**config.mk**
```make
export PLATFORM = sky130hd
export DESIGN_NAME = pbm_ptable
export DESIGN_NICKNAME = d
export VERILOG_FILES = /design/src/hdl/paged_byte_memory_unit_macros.svh /design/src/hdl/pbm_pkg.sv /design/src/hdl/pbm_ptable.sv
export SDC_FILE = /design/constraint.sdc
export NUM_CORES = 2
export LEC_CHECK = 0
export ABC_AREA = 1
export BUFFER_PORTS_ARGS = -buffer_cell sky130_fd_sc_hd__buf_2
export CAP_MARGIN = 15
export CORE_MARGIN = 2
export CORE_UTILIZATION = 35
export DETAILED_ROUTE_END_ITERATION = 12
export GPL_TIMING_DRIVEN = 0
export HOLD_SLACK_MARGIN = 0.1
export PLACE_DENSITY = 0.53
export REMOVE_ABC_BUFFERS = 1
export SYNTH_ARGS = -nofsm -noshare
export SYNTH_HDL_FRONTEND = slang
export SYNTH_SLANG_ARGS = --single-unit
```
**constraint.sdc**
```tcl
create_clock -name aclk -period 11.1 [get_ports aclk]
set_input_delay 2.22 -clock aclk [delete_from_list [all_inputs] [get_ports aclk]]
set_output_delay 2.22 -clock aclk [all_outputs]
set_load 0.005 [all_outputs]
```
**src/hdl/paged_byte_memory_unit_macros.svh**
```systemverilog
// Assertion macros for the paged byte memory unit.
`ifndef PAGED_BYTE_MEMORY_UNIT_MACROS_SVH
`define PAGED_BYTE_MEMORY_UNIT_MACROS_SVH

// Check that a condition implies a consequence in the same cycle.
`define PBM_ASSERT_SAME(label, cond, consq, msg) \
    label: assert property (@(posedge aclk) disable iff (!aresetn) \
        (cond) |-> (consq)) else $error(msg);

// Check that a condition implies a consequence in the next cycle.
`define PBM_ASSERT_NEXT(label, cond, consq, msg) \
    label: assert property (@(posedge aclk) disable iff (!aresetn) \
        (cond) |=> (consq)) else $error(msg);

`endif

```
**src/hdl/pbm_pkg.sv**
```systemverilog
// Shared types, widths and codes of the paged byte memory unit.
`timescale 1ns / 1ps
package pbm_pkg;

    localparam int ADDR_W      = 16;
    localparam int FRAME_W     = 8;
    localparam int PIDX_W      = 8;
    localparam int BYTE_W      = 8;
    localparam int PHYS_OUT_W  = 12;
    localparam int STATUS_W    = 2;
    localparam int REQ_W       = 2;
    localparam int SHIFT_W     = 4;
    localparam int COUNT_W     = 9;
    localparam int SHIFT_MIN   = 4;
    localparam int SHIFT_MAX   = 12;
    localparam int PHYS_W      = FRAME_W + SHIFT_MAX;
    localparam int APB_DATA_W  = 32;
    localparam int APB_ADDR_W  = 3;

    localparam int DEF_MEM_BYTES = 4096;
    localparam int DEF_MAX_PAGES = 256;

    localparam logic [SHIFT_W-1:0] SHIFT_RST = SHIFT_W'(5);
    localparam logic [COUNT_W-1:0] COUNT_RST = COUNT_W'(128);

    // Request codes
    localparam logic [REQ_W-1:0] REQ_MAP      = 2'd0;
    localparam logic [REQ_W-1:0] REQ_RD_LOG   = 2'd1;
    localparam logic [REQ_W-1:0] REQ_WR_LOG   = 2'd2;
    localparam logic [REQ_W-1:0] REQ_WR_PHYS  = 2'd3;

    // Status codes
    localparam logic [STATUS_W-1:0] ST_OK       = 2'd0;
    localparam logic [STATUS_W-1:0] ST_RANGE    = 2'd1;
    localparam logic [STATUS_W-1:0] ST_UNMAPPED = 2'd2;
    localparam logic [STATUS_W-1:0] ST_BEYOND   = 2'd3;

    // Register indexes (paddr bit 2)
    localparam logic REG_PAGE_SHIFT = 1'b0;
    localparam logic REG_PAGE_COUNT = 1'b1;

    typedef struct packed {
        logic               valid;
        logic [FRAME_W-1:0] frame;
    } pte_t;

endpackage

```
**src/hdl/pbm_ptable.sv**
```systemverilog
// Page table memory with a clearing pass after reset.
`timescale 1ns / 1ps
module pbm_ptable
    import pbm_pkg::*;
#(
    parameter int MAX_PAGES = DEF_MAX_PAGES
) (
    input  logic                         aclk,
    input  logic                         aresetn,
    input  logic                         rd_en,
    input  logic [$clog2(MAX_PAGES)-1:0] rd_idx,
    output pte_t                         rd_data,
    input  logic                         wr_en,
    input  logic [$clog2(MAX_PAGES)-1:0] wr_idx,
    input  pte_t                         wr_data,
    output logic                         init_done
);

    localparam int IW    = $clog2(MAX_PAGES);
    localparam int CNT_W = $clog2(MAX_PAGES + 1);

    pte_t             mem [MAX_PAGES];
    pte_t             rd_data_reg;
    logic [CNT_W-1:0] clr_cnt_reg;

    assign init_done = (clr_cnt_reg == CNT_W'(MAX_PAGES));
    assign rd_data   = rd_data_reg;

    // Sweep every entry once after reset
    always_ff @(posedge aclk) begin
        if (!aresetn) begin
            clr_cnt_reg <= '0;
        end else if (!init_done) begin
            clr_cnt_reg <= clr_cnt_reg + CNT_W'(1);
        end
    end

    always_ff @(posedge aclk) begin
        if (!init_done) begin
            mem[clr_cnt_reg[IW-1:0]] <= '0;
        end else if (wr_en) begin
            mem[wr_idx] <= wr_data;
        end
        if (rd_en) begin
            rd_data_reg <= mem[rd_idx];
        end
    end

endmodule

```
After elaboration in Yosys (flattened, before gate mapping):

Memories as Yosys holds them, arrays and structs flattened. A register that Yosys moved wholly into a read port is not among the register bits.
Index checks and enable logic that the tools add are counted.

* flip-flop bits (word level): 9
* memory bits (writable): 2304
* bits of input ports: 29
* output and inout port bits: 10
* logic and storage cells: 12
* memories: 1

Memory list
* mem: words 256, width 9, read ports 1, clocked after Yosys merged registers in 1, write ports 1, line pbm_ptable.sv:22 `pte_t mem [MAX_PAGES];`

* add/subtract/negate cells: 1
* equal/unequal tests: 1
* multiplexer cells: 7
* reduce and logical (&&, ||, !) cells: 1

Operators by type and width (number)
* 9-bit by 1-bit adder with 9-bit output, second input constant: 1
* 9-bit == test, second input constant: 1
* 9-bit two-way mux: 1
* 9-bit OR reduction: 1
* 8-bit two-way mux: 1
* 1-bit two-way mux: 5

Depth between registers and ports, before layout:

* word-level depth: 5
* mapped depth: 15
* depth with buffers taken out: 13

Worst setup path after synthesis:

Ideal clock, no wire load.

* path kind: input to register
* from: input wr_en
* to: memory mem[0][0] (netlist name), data pin
* setup time: 1.397 ns
* data arrival time: 8.568 ns
* data required time: 9.703 ns
* slack: 1.135 ns
* stages: 5
* buffers on the path: 1
* cells stage by stage: inv_1 -> nor2_4 -> inv_2 -> buf_6 -> nor2_1

* cells in the longest elaborated chain, start to end: 5

RTL lines
* start: declaration: line pbm_ptable.sv:13 `input logic wr_en,`
* 1-bit two-way mux: line pbm_ptable.sv:41 `end else if (wr_en) begin`
* 1-bit two-way mux: line pbm_ptable.sv:39 `if (!init_done) begin`
* 1-bit two-way mux (not written as such): line pbm_ptable.sv:42 `mem[wr_idx] <= wr_data;`
* 9-bit OR reduction (no source line)
* 9-bit two-way mux (no source line)
* end: declaration: line pbm_ptable.sv:22

Every way passes these cells.

==> impl_metrics.csv <==
group,metric,value,unit
flow_run,maxCapViolations,0,
grt,grt_antenna_before_repair,6,
clocking,cts_buffer_depth,3,
floorplanning,rows,189,
grt,grt_pass1_vias,57160,
clocking,cts_buffers,232,
routing,wire_per_inst,22.46,um
sta,finClkSkew,0.02722,ns
clocking,cts_hold_buf,0,
yosys,seq_area_frac_synth,0.7437,
yosys,syn_area,93640,um^2
floorplanning,core,265600,um^2
routing,drtIter0Drc,6070,
status,status,"finished clean",
sta,slew_violations,0,
final_layout,drive_gt1_frac,0.06341,
clocking,cts_resized,0,
sta,fin_crit_sh,0.7302,
placement,io_buffer_count,38,
routing,dr.pass1.iters,8,
final_layout,fill_cells,24790,
floorplanning,die_width,521.2,um
routing,drc_errors,0,
sta,hold_violations,0,
grt,grt_max_degree,150,
floorplanning,num_io_pins,39,
routing,wirelength,257.6,mm
placement,dpl_cell_area,98890,um^2
critical_path,critical_path_class,"primary input to flip-flop",
final_layout,fin_area,106300,um^2
power_and_ir_drop,powerDensity,170.4,nW/um^2
sta,min_period,8.105,ns
floorplanning,fp.dieH,521.2,um
placement,dp_hpwl,148.9,mm
sta,finalSetupViolCount,0,
placement,gp_congestion,0.7957,
grt,grt_pass1_wl,381.6,mm
min_path,hold_class,"flip-flop to flip-flop",
yosys,yosys_warnings,0,
critical_path,end_kind,"flip-flop",
clocking,htree_levels,4,
clocking,cts_tree,"yes",
floorplanning,die_area,271700,um^2
clocking,clock_latency,0.86,ns
yosys,syn_area_per_cell,11.88,um^2
clocking,clk_pin_slew,0.06,ns
yosys,syn_inst,7884,
critical_path,worstPathRequired,11.67,ns
sta,relSlewSlack,0.1438,
routing,vias_per_cell,5.192,
clocking,cts.sink_count,2322,
sta,worst_slew_pin_slew,1.280,ns
floorplanning,initial_utilization,0.3526,
critical_path,r2r_slack,6.61,ns
final_layout,fin_nets,7765,
yosys,yosysUniqueCellTypes,26,
final_layout,syn_to_final_growth,13.50,%
critical_path,worstPathArrival,8.68,ns
clocking,cts_setup_buffers,0,
power_and_ir_drop,leakagePower,37.76,nW
sta,whs,0.4623,ns
power_and_ir_drop,vdd.ir_drop.worst,174.6,uV
routing,drt.antenna.violating_nets,0,
critical_path,rr_startpoint,"clr_cnt_reg[1]$_SDFFE_PN0P_",
sta,fmax,123.4,MHz
critical_path,crit_start,"rd_idx[0]",
grt,grt.total_usage,0.1862,
clocking,cts_root_buffer,"clkbuf_16",
min_path,holdCritStartpoint,"clr_cnt_reg[8]$_SDFFE_PN0P_",
sta,rsz0062_at_grt,"no",
final_layout,largest_reg_flops,2304,
grt,overflow,0,
critical_path,cp-start-kind,"primary input",
yosys,ys_ff_latch,2322,
routing,vias,59550,
critical_path,path_max_fanout,149,
## critical path, cell delays in order
cell and delay (ns):
buf_8 0.46, buf_16 0.45, buf_16 0.36, buf_16 0.45, buf_16 0.40, inv_8 0.33
buf_16 0.39, buf_16 0.35, buf_16 0.36, buf_16 0.38, nand2_1 0.20, nand3_1 0.08
nand3_1 0.10, nand3_1 0.17, nand3_1 0.25, nand3_1 0.22, nand3_1 0.17, nand2_1 0.14
nand2_1 0.09, nand2_1 0.15
## path summary, 6_finish.rpt
| kind | cells past startpoint | to |
|---|---|---|
| worst max register to register | 10 | mem[149][8]$_DFFE_PP_ |
| worst max-delay path | 20 | rd_data[0]$_DFFE_PP_ |
| worst min-delay path | 2 | clr_cnt_reg[8]$_SDFFE_PN0P_ |
| worst min register to register | 2 | clr_cnt_reg[8]$_SDFFE_PN0P_ |
## synth_stat cells
cell / count / area, um^2
a21o_1: 1 / 7.510
nor2_4: 2 / 22.52
inv_2: 8 / 30.03
o21ai_0: 5 / 25.02
nor2_1: 275 / 1032
nand2_4: 5 / 56.30
nand4_1: 2 / 12.51
a21oi_4: 2 / 32.53
buf_2: 55 / 275.3
clkbuf_1: 382 / 1434
nand2_2: 11 / 68.82
clkinv_1: 3 / 11.26
edfxtp_1: 2313 / 69460
buf_6: 4 / 45.04
nand3_1: 2275 / 11390
xor2_1: 1 / 8.760
nand2_1: 2391 / 8975
a21oi_2: 2 / 17.52
inv_1: 27 / 101.4
a21oi_1: 8 / 40.04
nor4_1: 3 / 18.77
dfxtp_1: 9 / 180.2
and2_1: 1 / 6.260
ha_1: 2 / 25.02
buf_1: 92 / 345.3
nor3_1: 5 / 25.02
## stage by stage
stage / power, W / setup WS [ns] / utilization / cells / setup TNS (ns)
after floorplan: 0.01019 / -0.7106 / - / 7351 / -6.356
after global placement: 0.01071 / -102.84 / 0.3621 / 10920 / -
after detailed placement: 0.01059 / 2.220 / 0.3724 / 11030 / 0
after CTS: 0.01823 / 3.153 / 0.4002 / 11470 / 0
after global routing: 0.01863 / 2.809 / 0.4002 / 11470 / 0
final: 0.01811 / 2.995 / 0.4002 / 11470 / 0
## per-layer routing
layer	vias to the layer above	track usage	routed length [um]
met4	0	0.05937	7926
met2	1818	0.2966	120600
met3	370	0.02963	16740
met1	29590	0.2608	112400
li1	27780	-	-
met5	-	0	0
## layout make-up
type                    count  area [um^2]  share of cell area
flip-flops and latches   2322        69640              0.6552
multi-input cells        4991        21830              0.2054
clock buffers             302         6267             0.05897
well taps                3533         4420             0.04159
repair buffers            149         2823             0.02656
clock inverters           131         1107             0.01042
inverters                  38        176.4            0.001660
diodes                      5        12.51           0.0001177
## layout by cell type, fill, tap and decap left out, types with 3 or more instances in the layout
cell / count
nor2_4: 11
buf_12: 62
buf_8: 4
edfxtp_1: 2313
diode_2: 5
clkbuf_16: 239
clkinv_1: 65
nor2_1: 266
nor3_1: 5
inv_1: 27
clkbuf_8: 5
inv_2: 3
nand2_4: 5
a21oi_1: 8
clkinv_2: 42
inv_6: 4
buf_2: 33
inv_8: 4
buf_16: 49
dfxtp_1: 9
nor4_1: 3
nand3_1: 2274
nand2_2: 12
nand2_1: 2390
clkbuf_1: 58
bufinv_16: 19
o21ai_0: 5
## power breakdown
group	internal (W)	leakage, nW	total, W	switching (W)
Sequential	0.00951	23.8	0.00951	0.00000377
Combinational	0.000234	10.4	0.000893	0.000659
Clock	0.00439	3.62	0.00770	0.00332
## cell families (layout without fill, tap and decap cells)
family,Yosys count,in the layout,share of synthesized area
AO/OA/AOI/OAI,18,18,0.001310
other,0,5,0
buffers and inverters,571,620,0.02394
AND/OR/NAND/NOR,4970,4970,0.2307
adder cells (fa/ha/maj),2,2,0.0002672
XOR/XNOR,1,1,0.00009355
flip-flops,2322,2322,0.7437
(Power assumes the default switching activity.)
